`src/pase_pkg.sv`:
```
// Package for the parenthesized add/subtract evaluator.
// Holds the nesting limit, the command passed from front end to back end and the error codes.
// Depends on nothing.
package pase_pkg;

  localparam int MaxNest = 16;
  localparam int DepthW = (MaxNest > 2) ? $clog2(MaxNest) : 1;

  typedef logic [DepthW-1:0] depth_t;

  typedef enum logic [2:0] {
    OP_NONE,
    OP_PLUS,
    OP_MINUS,
    OP_OPEN,
    OP_CLOSE
  } op_e;

  localparam logic [2:0] ErrNone      = 3'd0;
  localparam logic [2:0] ErrMissingOp = 3'd1;
  localparam logic [2:0] ErrTooDeep   = 3'd2;
  localparam logic [2:0] ErrUnmatched = 3'd3;
  localparam logic [2:0] ErrUnclosed  = 3'd4;

  typedef struct packed {
    logic        num_valid;
    logic [31:0] num;
    op_e         op;
    logic        last;
  } cmd_t;

endpackage

```
`src/paren_add_sub_evaluator_top.sv`:
```
// Top level of the parenthesized add/subtract evaluator.
// Depends on pase_pkg, pase_front, pase_queue and pase_back.
//
// The input channel carries one ASCII character per transfer (in_symbol_i) with
// in_last_i marking the final character of an expression. Digits build numbers;
// '+', '-', '(' and ')' are operators and every other character only ends a number.
// The output channel carries one transfer per expression: the 32-bit wrapping
// value and the first error code seen (0 ok, 1 missing operator, 2 too deep,
// 3 unmatched close, 4 unclosed open).
// Throughput is one character per cycle while in_stall_o is low. The front end
// pushes each command into a two-entry queue; the back end executes one per cycle
// unless a last command waits on a stalled result. out_valid_o is registered and
// rises once the last character's command, behind any waiting ones, has executed.
// When the receiver stalls, the result is held; the back end keeps executing
// commands until it reaches the next last character, after which the queue
// fills and in_stall_o rises.
// Reset clears the queue, the gathered number, the nesting depth and the error,
// and the next character starts a new expression.
module paren_add_sub_evaluator_top (
  input  logic        clk_i,
  input  logic        rst_ni,
  input  logic        in_valid_i,
  input  logic [7:0]  in_symbol_i,
  input  logic        in_last_i,
  output logic        in_stall_o,
  output logic        out_valid_o,
  input  logic        out_stall_i,
  output logic [31:0] out_value_o,
  output logic [2:0]  out_error_o
);
  import pase_pkg::*;

  logic full;
  logic push;
  cmd_t push_cmd;
  logic pop;
  logic cmd_valid;
  cmd_t cmd;

  pase_front u_front (
    .clk_i       (clk_i),
    .rst_ni      (rst_ni),
    .in_valid_i  (in_valid_i),
    .in_symbol_i (in_symbol_i),
    .in_last_i   (in_last_i),
    .in_stall_o  (in_stall_o),
    .full_i      (full),
    .push_o      (push),
    .cmd_o       (push_cmd)
  );

  pase_queue u_queue (
    .clk_i   (clk_i),
    .rst_ni  (rst_ni),
    .push_i  (push),
    .cmd_i   (push_cmd),
    .full_o  (full),
    .pop_i   (pop),
    .valid_o (cmd_valid),
    .cmd_o   (cmd)
  );

  pase_back u_back (
    .clk_i       (clk_i),
    .rst_ni      (rst_ni),
    .cmd_valid_i (cmd_valid),
    .cmd_i       (cmd),
    .pop_o       (pop),
    .out_valid_o (out_valid_o),
    .out_stall_i (out_stall_i),
    .out_value_o (out_value_o),
    .out_error_o (out_error_o)
  );

endmodule

```
`src/pase_front.sv`:
```
// Front end of the evaluator: accepts characters, gathers decimal numbers and
// classifies each character into a command for the back end. Depends on pase_pkg.
module pase_front (
  input  logic          clk_i,
  input  logic          rst_ni,
  input  logic          in_valid_i,
  input  logic [7:0]    in_symbol_i,
  input  logic          in_last_i,
  output logic          in_stall_o,
  input  logic          full_i,
  output logic          push_o,
  output pase_pkg::cmd_t cmd_o
);
  import pase_pkg::*;

  localparam logic [7:0] CharZero  = 8'h30;
  localparam logic [7:0] CharNine  = 8'h39;
  localparam logic [7:0] CharPlus  = 8'h2B;
  localparam logic [7:0] CharMinus = 8'h2D;
  localparam logic [7:0] CharOpen  = 8'h28;
  localparam logic [7:0] CharClose = 8'h29;

  logic [31:0] acc_q, acc_d;
  logic        in_num_q;
  logic        accept;
  logic        is_digit;

  assign accept     = in_valid_i && !full_i;
  assign in_stall_o = full_i;
  assign push_o     = accept;
  assign is_digit   = (in_symbol_i >= CharZero) && (in_symbol_i <= CharNine);

  // Multiply by ten as two shifts and an add.
  assign acc_d = (acc_q << 3) + (acc_q << 1) + {28'd0, in_symbol_i[3:0]};

  always_comb begin
    cmd_o.last = in_last_i;
    if (is_digit) begin
      cmd_o.num_valid = in_last_i;
      cmd_o.num       = acc_d;
      cmd_o.op        = OP_NONE;
    end else begin
      cmd_o.num_valid = in_num_q;
      cmd_o.num       = acc_q;
      unique case (in_symbol_i)
        CharPlus:  cmd_o.op = OP_PLUS;
        CharMinus: cmd_o.op = OP_MINUS;
        CharOpen:  cmd_o.op = OP_OPEN;
        CharClose: cmd_o.op = OP_CLOSE;
        default:   cmd_o.op = OP_NONE;
      endcase
    end
  end

  always_ff @(posedge clk_i or negedge rst_ni) begin
    if (!rst_ni) begin
      acc_q    <= '0;
      in_num_q <= 1'b0;
    end else if (accept) begin
      if (is_digit && !in_last_i) begin
        acc_q    <= acc_d;
        in_num_q <= 1'b1;
      end else begin
        acc_q    <= '0;
        in_num_q <= 1'b0;
      end
    end
  end

endmodule

```
`src/pase_queue.sv`:
```
// Two-entry command queue between the front end and the back end.
// Depends on pase_pkg for the command type.
module pase_queue (
  input  logic           clk_i,
  input  logic           rst_ni,
  input  logic           push_i,
  input  pase_pkg::cmd_t cmd_i,
  output logic           full_o,
  input  logic           pop_i,
  output logic           valid_o,
  output pase_pkg::cmd_t cmd_o
);
  import pase_pkg::*;

  cmd_t       data_q [2];
  logic       wr_ptr_q, rd_ptr_q;
  logic [1:0] count_q;

  assign full_o  = (count_q == 2'd2);
  assign valid_o = (count_q != 2'd0);
  assign cmd_o   = data_q[rd_ptr_q];

  always_ff @(posedge clk_i) begin
    if (push_i) begin
      data_q[wr_ptr_q] <= cmd_i;
    end
  end

  always_ff @(posedge clk_i or negedge rst_ni) begin
    if (!rst_ni) begin
      wr_ptr_q <= 1'b0;
      rd_ptr_q <= 1'b0;
      count_q  <= 2'd0;
    end else begin
      if (push_i) begin
        wr_ptr_q <= ~wr_ptr_q;
      end
      if (pop_i) begin
        rd_ptr_q <= ~rd_ptr_q;
      end
      if (push_i && !pop_i) begin
        count_q <= count_q + 2'd1;
      end else if (pop_i && !push_i) begin
        count_q <= count_q - 2'd1;
      end
    end
  end

endmodule

```
`src/pase_back.sv`:
```
// Back end of the evaluator: executes one command per cycle against the level stack,
// unless a last command waits on a stalled result, and holds the result in an output register. Depends on pase_pkg.
module pase_back (
  input  logic           clk_i,
  input  logic           rst_ni,
  input  logic           cmd_valid_i,
  input  pase_pkg::cmd_t cmd_i,
  output logic           pop_o,
  output logic           out_valid_o,
  input  logic           out_stall_i,
  output logic [31:0]    out_value_o,
  output logic [2:0]     out_error_o
);
  import pase_pkg::*;

  typedef enum logic [1:0] {
    MODE_PLUS,
    MODE_MINUS,
    MODE_NONE
  } mode_e;

  // The current level lives in registers; the levels below it live in the stack.
  logic [31:0] cur_sum_q, cur_sum_d;
  mode_e       cur_mode_q, cur_mode_d;
  depth_t      depth_q, depth_d;
  logic [2:0]  err_q, err_d;
  logic [31:0] stk_sum_q  [MaxNest-1];
  mode_e       stk_mode_q [MaxNest-1];

  logic        out_valid_q;
  logic [31:0] out_value_q;
  logic [2:0]  out_error_q;

  logic        exec;
  logic        push_en;
  depth_t      parent_idx;
  logic [31:0] sum_a;
  mode_e       mode_a;
  logic [31:0] parent_sum;
  mode_e       parent_mode;
  logic [31:0] level0;

  assign exec        = cmd_valid_i && (!cmd_i.last || !out_valid_q || !out_stall_i);
  assign pop_o       = exec;
  assign parent_idx  = depth_q - depth_t'(1);
  assign parent_sum  = stk_sum_q[parent_idx];
  assign parent_mode = stk_mode_q[parent_idx];

  assign out_valid_o = out_valid_q;
  assign out_value_o = out_value_q;
  assign out_error_o = out_error_q;

  always_comb begin
    sum_a      = cur_sum_q;
    mode_a     = cur_mode_q;
    err_d      = err_q;
    push_en    = 1'b0;
    if (cmd_i.num_valid) begin
      mode_a = MODE_NONE;
      unique case (cur_mode_q)
        MODE_PLUS:  sum_a = cur_sum_q + cmd_i.num;
        MODE_MINUS: sum_a = cur_sum_q - cmd_i.num;
        default: begin
          if (err_d == ErrNone) err_d = ErrMissingOp;
        end
      endcase
    end

    cur_sum_d  = sum_a;
    cur_mode_d = mode_a;
    depth_d    = depth_q;
    unique case (cmd_i.op)
      OP_PLUS:  cur_mode_d = MODE_PLUS;
      OP_MINUS: cur_mode_d = MODE_MINUS;
      OP_OPEN: begin
        if (depth_q == depth_t'(MaxNest - 1)) begin
          if (err_d == ErrNone) err_d = ErrTooDeep;
        end else begin
          push_en    = 1'b1;
          cur_sum_d  = '0;
          cur_mode_d = MODE_PLUS;
          depth_d    = depth_q + depth_t'(1);
        end
      end
      OP_CLOSE: begin
        if (depth_q == '0) begin
          if (err_d == ErrNone) err_d = ErrUnmatched;
        end else begin
          depth_d    = parent_idx;
          cur_mode_d = MODE_NONE;
          unique case (parent_mode)
            MODE_PLUS:  cur_sum_d = parent_sum + sum_a;
            MODE_MINUS: cur_sum_d = parent_sum - sum_a;
            default: begin
              cur_sum_d = parent_sum;
              if (err_d == ErrNone) err_d = ErrMissingOp;
            end
          endcase
        end
      end
      default: ;
    endcase

    if (depth_d == '0) begin
      level0 = cur_sum_d;
    end else if (depth_q == '0) begin
      level0 = sum_a;
    end else begin
      level0 = stk_sum_q[0];
    end

    if (cmd_i.last && (depth_d != '0) && (err_d == ErrNone)) begin
      err_d = ErrUnclosed;
    end
  end

  always_ff @(posedge clk_i) begin
    if (exec && push_en) begin
      stk_sum_q[depth_q]  <= sum_a;
      stk_mode_q[depth_q] <= mode_a;
    end
    if (exec && cmd_i.last) begin
      out_value_q <= level0;
      out_error_q <= err_d;
    end
  end

  always_ff @(posedge clk_i or negedge rst_ni) begin
    if (!rst_ni) begin
      cur_sum_q   <= '0;
      cur_mode_q  <= MODE_PLUS;
      depth_q     <= '0;
      err_q       <= ErrNone;
      out_valid_q <= 1'b0;
    end else begin
      if (exec && cmd_i.last) begin
        out_valid_q <= 1'b1;
      end else if (!out_stall_i) begin
        out_valid_q <= 1'b0;
      end
      if (exec) begin
        if (cmd_i.last) begin
          cur_sum_q   <= '0;
          cur_mode_q  <= MODE_PLUS;
          depth_q     <= '0;
          err_q       <= ErrNone;
        end else begin
          cur_sum_q  <= cur_sum_d;
          cur_mode_q <= cur_mode_d;
          depth_q    <= depth_d;
          err_q      <= err_d;
        end
      end
    end
  end

endmodule

```
`config.mk`:
```
export PLATFORM = sky130hd
export DESIGN_NAME = paren_add_sub_evaluator_top
export DESIGN_NICKNAME = d
export VERILOG_FILES = /design/src/pase_pkg.sv /design/src/paren_add_sub_evaluator_top.sv /design/src/pase_front.sv /design/src/pase_queue.sv /design/src/pase_back.sv
export SDC_FILE = /design/constraint.sdc
export NUM_CORES = 1
export LEC_CHECK = 0
export ABC_AREA = 0
export BUFFER_PORTS_ARGS = -buffer_cell sky130_fd_sc_hd__buf_4
export CELL_PAD_IN_SITES_DETAIL_PLACEMENT = 1
export CELL_PAD_IN_SITES_GLOBAL_PLACEMENT = 2
export CORE_ASPECT_RATIO = 0.7
export CORE_UTILIZATION = 28
export CTS_CLUSTER_DIAMETER = 60
export DETAILED_ROUTE_END_ITERATION = 10
export GPL_ROUTABILITY_DRIVEN = 0
export PLACE_DENSITY_LB_ADDON = 0.1
export SETUP_SLACK_MARGIN = 0.3
export SLEW_MARGIN = 20
export SYNTH_ARGS = -nofsm -noshare
export SYNTH_HDL_FRONTEND = slang
export SYNTH_SLANG_ARGS = --single-unit
```
`constraint.sdc`:
```
create_clock -name clk_i -period 7.85 [get_ports clk_i]
set_clock_uncertainty 0.15 [all_clocks]
set_input_delay 1.1775 -clock clk_i [delete_from_list [all_inputs] [get_ports clk_i]]
set_output_delay 1.1775 -clock clk_i [all_outputs]
set_load 0.01 [all_outputs]
```
==> impl_metrics.json, run 1 <==
{
  "area_growth_pct": 17.3,
  "ys_warn_count": 0,
  "max_cap_violations": 0,
  "clkTransAtPathRegs_ps": 60,
  "cp.buffers_inverters": 5,
  "io_pins": 50,
  "pre_cts_ws_ps": -321,
  "required_ps": 8200,
  "layoutNonFillerInstCount": 4486,
  "hold_viol": 0,
  "relSlewSlack_pct": 30.5,
  "synth.net_count": 2777,
  "synth-async-reset-ratio_pct": 11.3,
  "crit_family": "simple AND/OR/NAND/NOR gates",
  "seq_area_frac_synth_pct": 58.1,
  "insertion_delay_ps": 670,
  "num-nets-final": 2916,
  "htree_levels": 3,
  "final_util_pct": 33.3,
  "worstMarginPinSlew_ps": 1040,
  "drt_wl_total_mm": 121,
  "core_um2": 125000,
  "synth_edf_count": 619,
  "dr.pass1.iters": 5,
  "whs_ps": 313,
  "setup_viol_count_final": 0,
  "met2WireLength_mm": 51.9,
  "clkSinkCount": 698,
  "fin_ws_ps": 561,
  "clock.fmax_ghz": 0.137,
  "synthesis.area_um2": 35400,
  "slew_viol_final": 0,
  "top_layer": "met4",
  "dr_wl_met3_mm": 4.26,
  "die_h_um": 299,
  "postCtsHoldBufs": 0,
  "die_w_um": 427,
  "synthCells": 2632,
  "syn_area_per_cell_um2": 13.4,
  "dp_cells": 4326,
  "arrival_ps": 7640,
  "wl_per_cell_um": 26.9,
  "ys_seq_elements": 698,
  "rsz0062_at_grt": "yes",
  "drive_gt1_share_pct": 22.1,
  "critPathMostFrequentCell": "buf_4",
  "layout_common_cells": "edfxtp_1, nand2_1, buf_4, o21ai_0, mux4_2",
  "cts_tree": "done",
  "grt_pass1_wl_mm": 175,
  "first_global_vias": 24300,
  "max_stage_delay_ps": 480,
  "fin_crit_sh_pct": 92.9,
  "timing.rr.end": "u_back.out_value_o[29]$_DFFE_PP_",
  "cp-end-kind": "flop",
  "outcome": "finished clean",
  "wl_met1_mm": 62.7,
  "r2r_cells": 31,
  "clk_path_buf_depth": 3,
  "r2r_setup_slack_ps": 560,
  "fin_crit_ps": 7290,
  "grt_max_degree": 89,
  "layout_commonest_cell": "edfxtp_1",
  "start_util_pct": 28.4,
  "reg2reg_from": "u_queue.rd_ptr_q$_DFFE_PN0P_",
  "critPathLaunchType": "flop",
  "port_buffers": 49,
  "numCtsBuffers": 76,
  "first_iter_violations": 1570,
  "drcViolationCount": 0,
  "grtUsageTotal_pct": 18.9,
  "die_area_um2": 128000,
  "path_class": "reg2reg",
  "grt-ovfl-total": 0,
  "synth_ff_type": "edfxtp_1",
  "hold_path.class": "in2async",
  "vias_per_cell": 5.18,
  "root_buffer": "clkbuf_16",
  "num_vias": 23300,
  "cp_max_fo": 7,
  "ys_types": 88,
  "ant_nets": 0,
  "dp_hpwl_mm": 80.5,
  "antenna_found_initial": 6,
  "crit_slowest_cell": "dfrtp_4",
  "rows": 108
}
==> through the flow <==
step	TNS, ps	cell area (µm²)
floorplan	0	35400
global placement	-170	38400
detailed placement	-394	38400
CTS	0	40900
global route	0	41500
finish	0	41500
==> layout make-up <==
cell class              count  area, µm²
clock inverters            44        433
repair buffers            182       1400
fillers                 13100      83100
inverters                  49        184
flip-flops and latches    698      20600
clock buffers              95       1990
multi-input cells        1764      14800
well taps                1650       2060
diodes                      4       10.0
==> worst max path at each step <==
stage / start / end / slack (ps) / depth (start not counted)
2_1_floorplan: u_queue.rd_ptr_q$_DFFE_PN0P_ / u_back.out_value_o[31]$_DFFE_PP_ / 250 / 36
3_3_place_gp: u_queue.rd_ptr_q$_DFFE_PN0P_ / u_back.out_value_o[31]$_DFFE_PP_ / -170 / 31
3_5_place_dp: u_queue.rd_ptr_q$_DFFE_PN0P_ / u_back.out_value_o[31]$_DFFE_PP_ / -320 / 28
4_1_cts: u_queue.rd_ptr_q$_DFFE_PN0P_ / u_back.out_value_o[31]$_DFFE_PP_ / 270 / 30
5_1_grt: u_queue.rd_ptr_q$_DFFE_PN0P_ / u_back.out_value_o[31]$_DFFE_PP_ / 220 / 33
6_report: u_queue.rd_ptr_q$_DFFE_PN0P_ / u_back.out_value_o[29]$_DFFE_PP_ / 560 / 31
==> sequential cells by signal (all words and copies together), names as in the netlist, 3 cells and up <==
name	flops
u_back.err_q	3
u_back.out_value_o	32
u_back.depth_q	4
u_front.acc_q	32
u_back.stk_sum_q	480
u_back.cur_sum_q	32
u_back.stk_mode_q	30
u_back.out_error_o	3
u_queue.data_q	74
==> routing by layer <==
metal / global-route usage [%] / up-vias
li1: - / 10500
met1: 29.4 / 12200
met2: 27.8 / 381
met3: 2.71 / 102
met4: 3.40 / 0
met5: 0 / -
==> cells in the mapped netlist (all sizes together) (13+ instances only) <==
| library cell | n | share of area, % |
|---|---|---|
| nand2b | 27 | 0.48 |
| a21o | 39 | 0.83 |
| and2 | 21 | 0.37 |
| nor2 | 150 | 1.6 |
| xor2 | 61 | 1.5 |
| nor3 | 51 | 0.75 |
| clkbuf | 87 | 0.92 |
| inv | 48 | 0.51 |
| mux2 | 47 | 1.5 |
| nand2 | 208 | 2.2 |
| mux4 | 136 | 8.7 |
| o211ai | 17 | 0.36 |
| a211oi | 13 | 0.28 |
| o21ai | 202 | 2.9 |
| o21a | 19 | 0.40 |
| mux2i | 73 | 2.1 |
| buf | 34 | 0.50 |
| a21oi | 122 | 1.8 |
| or3 | 28 | 0.50 |
| and3 | 21 | 0.37 |
| a22o | 33 | 0.82 |
| nand3 | 59 | 0.85 |
| nor2b | 16 | 0.28 |
| ha | 128 | 4.5 |
| o31ai | 22 | 0.48 |
| dfrtp | 79 | 5.6 |
| a22oi | 20 | 0.42 |
| nor3b | 18 | 0.44 |
| o21bai | 18 | 0.38 |
| o22ai | 14 | 0.25 |
| xnor2 | 76 | 1.9 |
| a31oi | 14 | 0.25 |
| edfxtp | 619 | 53 |
==> what timing repair did <==
| action | in CTS | in global routing |
|---|---|---|
| pin swaps | 4 | 13 |
| setup endpoints to repair | 8 | 25 |
| buffers inserted | 3 | 14 |
| resized for setup | 23 | 110 |
==> logic make-up after synthesis <==
group                    after synthesis  share of synthesized area, %
buffers and inverters                170                          1.94
multiplexers                         256                          12.2
AO/OA/AOI/OAI                        595                          10.8
AND/OR/NAND/NOR                      644                          8.75
adder cells (fa/ha/maj)              132                          4.75
flip-flops                           698                          58.1
XOR/XNOR                             137                          3.39
Power of run 1 is not shown: default switching activity piles up to over one toggle a cycle in this logic, so the estimate is an artifact.
==> run 2, diff against run 1 <==
clock period = 6.79 ns   (was 7.85 ns; I/O delays follow)
==> impl_metrics.json, run 2 (synthesized netlist as in run 1, its figures left out) <==
{
  "dr.pass1.iters": 5,
  "nFillCells": 13000,
  "first_iter_violations": 1456,
  "largest_register_ffs": 480,
  "r2r_setup_slack_ps": -180,
  "grt-ovfl-total": 0,
  "area_growth_pct": 29.8,
  "crit_start": "u_queue.rd_ptr_q$_DFFE_PN0P_",
  "fin_crit_ps": 6970,
  "crit_slowest_cell": "dfrtp_2",
  "grt_pass1_wl_mm": 182,
  "rsz0062_at_grt": "yes",
  "die_area_um2": 128000,
  "antenna_found_initial": 3,
  "clkTransAtPathRegs_ps": 60,
  "wl_per_cell_um": 25.6,
  "required_ps": 7120,
  "start_util_pct": 28.4,
  "max_cap_violations": 0,
  "layout_commonest_cell": "edfxtp_1",
  "root_buffer": "clkbuf_16",
  "path_class": "reg2reg",
  "drive_gt1_share_pct": 36.1,
  "setup_viol_count_final": 3,
  "multiInputGateArea_um2": 15900,
  "cp_max_fo": 7,
  "clkSinkCount": 698,
  "port_buffers": 49,
  "num-nets-final": 3291,
  "regMostFlops": "u_back.stk_sum_q",
  "crit_end": "u_back.out_value_o[31]$_DFFE_PP_",
  "htree_levels": 3,
  "die_h_um": 299,
  "insertion_delay_ps": 690,
  "regArea_um2": 20600,
  "final_util_pct": 36.9,
  "grt_max_degree": 78,
  "r2r_cells": 35,
  "num_vias": 24800,
  "cts_tree": "done",
  "tns_ps": -261,
  "postCtsHoldBufs": 0,
  "first_global_vias": 26600,
  "pre_cts_ws_ps": -831,
  "fin_crit_sh_pct": 103,
  "reg2reg_from": "u_queue.rd_ptr_q$_DFFE_PN0P_",
  "max_stage_delay_ps": 490,
  "clock.fmax_ghz": 0.143,
  "violations": "negative setup slack",
  "numCtsBuffers": 79,
  "vias_per_cell": 5.11,
  "relSlewSlack_pct": 25.1,
  "worstMarginPinSlew_ps": 1120,
  "hold_viol": 0,
  "hold_path.class": "in2async",
  "drt_wl_total_mm": 124,
  "io_pins": 50,
  "dp_hpwl_mm": 84.1,
  "outcome": "complete, but fails checks",
  "layout_common_cells": "edfxtp_1, buf_4, nand2_1, mux4_2, nor2_1",
  "drcViolationCount": 0,
  "reg_top3": "u_back.stk_sum_q x480, u_queue.data_q x74",
  "arrival_ps": 7310,
  "die_w_um": 427,
  "grtUsageTotal_pct": 19.5,
  "rows": 108,
  "core_um2": 125000,
  "critPathLaunchType": "flop",
  "ant_nets": 0,
  "critPathMostFrequentCell": "buf_4",
  "clk_path_buf_depth": 3,
  "slew_viol_final": 0,
  "timing.rr.end": "u_back.out_value_o[31]$_DFFE_PP_",
  "cp-end-kind": "flop",
  "fin_ws_ps": -182
}
-- run 2: cell types whose count changed in the layout (fill, tap and decap cells not counted), sizes merged --
cell / delta
clkinv: -11
diode: -3
buf: +372
bufinv: +5
clkbuf: +2
inv: +4
-- run 2: worst min path at each step --
stage / startpoint / end / slack [ps] / cells after the start
6_report: rst_ni / u_front.acc_q[2]$_DFFE_PN0P_ / 220 / 1
5_1_grt: rst_ni / u_front.acc_q[2]$_DFFE_PN0P_ / 240 / 1
4_1_cts: rst_ni / u_front.acc_q[2]$_DFFE_PN0P_ / 210 / 1
3_5_place_dp: u_front.in_num_q$_DFFE_PN0P_ / u_front.in_num_q$_DFFE_PN0P_ / 320 / 2
3_3_place_gp: u_front.in_num_q$_DFFE_PN0P_ / u_front.in_num_q$_DFFE_PN0P_ / 310 / 2
2_1_floorplan: u_front.in_num_q$_DFFE_PN0P_ / u_front.in_num_q$_DFFE_PN0P_ / 290 / 2
-- run 2: critical path, delay by kind of cell (launching register included) --
family / cells / cell delay [ps]
buf+inv: 6 / 850
xor+xnor: 2 / 300
simple gates: 14 / 2410
compound gates: 11 / 1900
flops: 1 / 490
fa+ha+maj: 2 / 680
-- run 2: layer usage --
layer / wire length (µm) / GRT usage [%] / vias to the layer above
li1: - / - / 11300
met1: 62400 / 29.5 / 13000
met2: 55000 / 29.6 / 423
met3: 4630 / 2.91 / 120
met4: 2200 / 3.85 / 0
met5: 0 / 0 / -
-- run 2: per-stage QoR --
stage / area (µm²) / cells / hold WS, ps
after floorplan: 35700 / 2632 / 291
after global placement: 40800 / 4615 / 311
after detailed placement: 40800 / 4615 / 316
after CTS: 44900 / 4809 / 209
after global routing: 45900 / 4854 / 244
final: 45900 / 4855 / 224
-- run 2: final cells by class --
class / count / share of cell area (%)
antenna: 1 / 0.00545
clock buffer: 97 / 4.59
clock inverter: 42 / 1.20
inverter: 49 / 0.401
multi-input combinational: 1764 / 34.6
sequential: 698 / 44.8
tap: 1650 / 4.50
timing repair buffer: 554 / 9.91
-- run 2: repair_timing --
item | 4_1_cts | 5_1_grt
resized for setup | 232 | 163
endpoints found under the setup margin | 38 | 42
pin swaps | 82 | 71
buffers inserted | 53 | 43
gates cloned | 2 | 1
Power of run 2 is left out for the same reason.
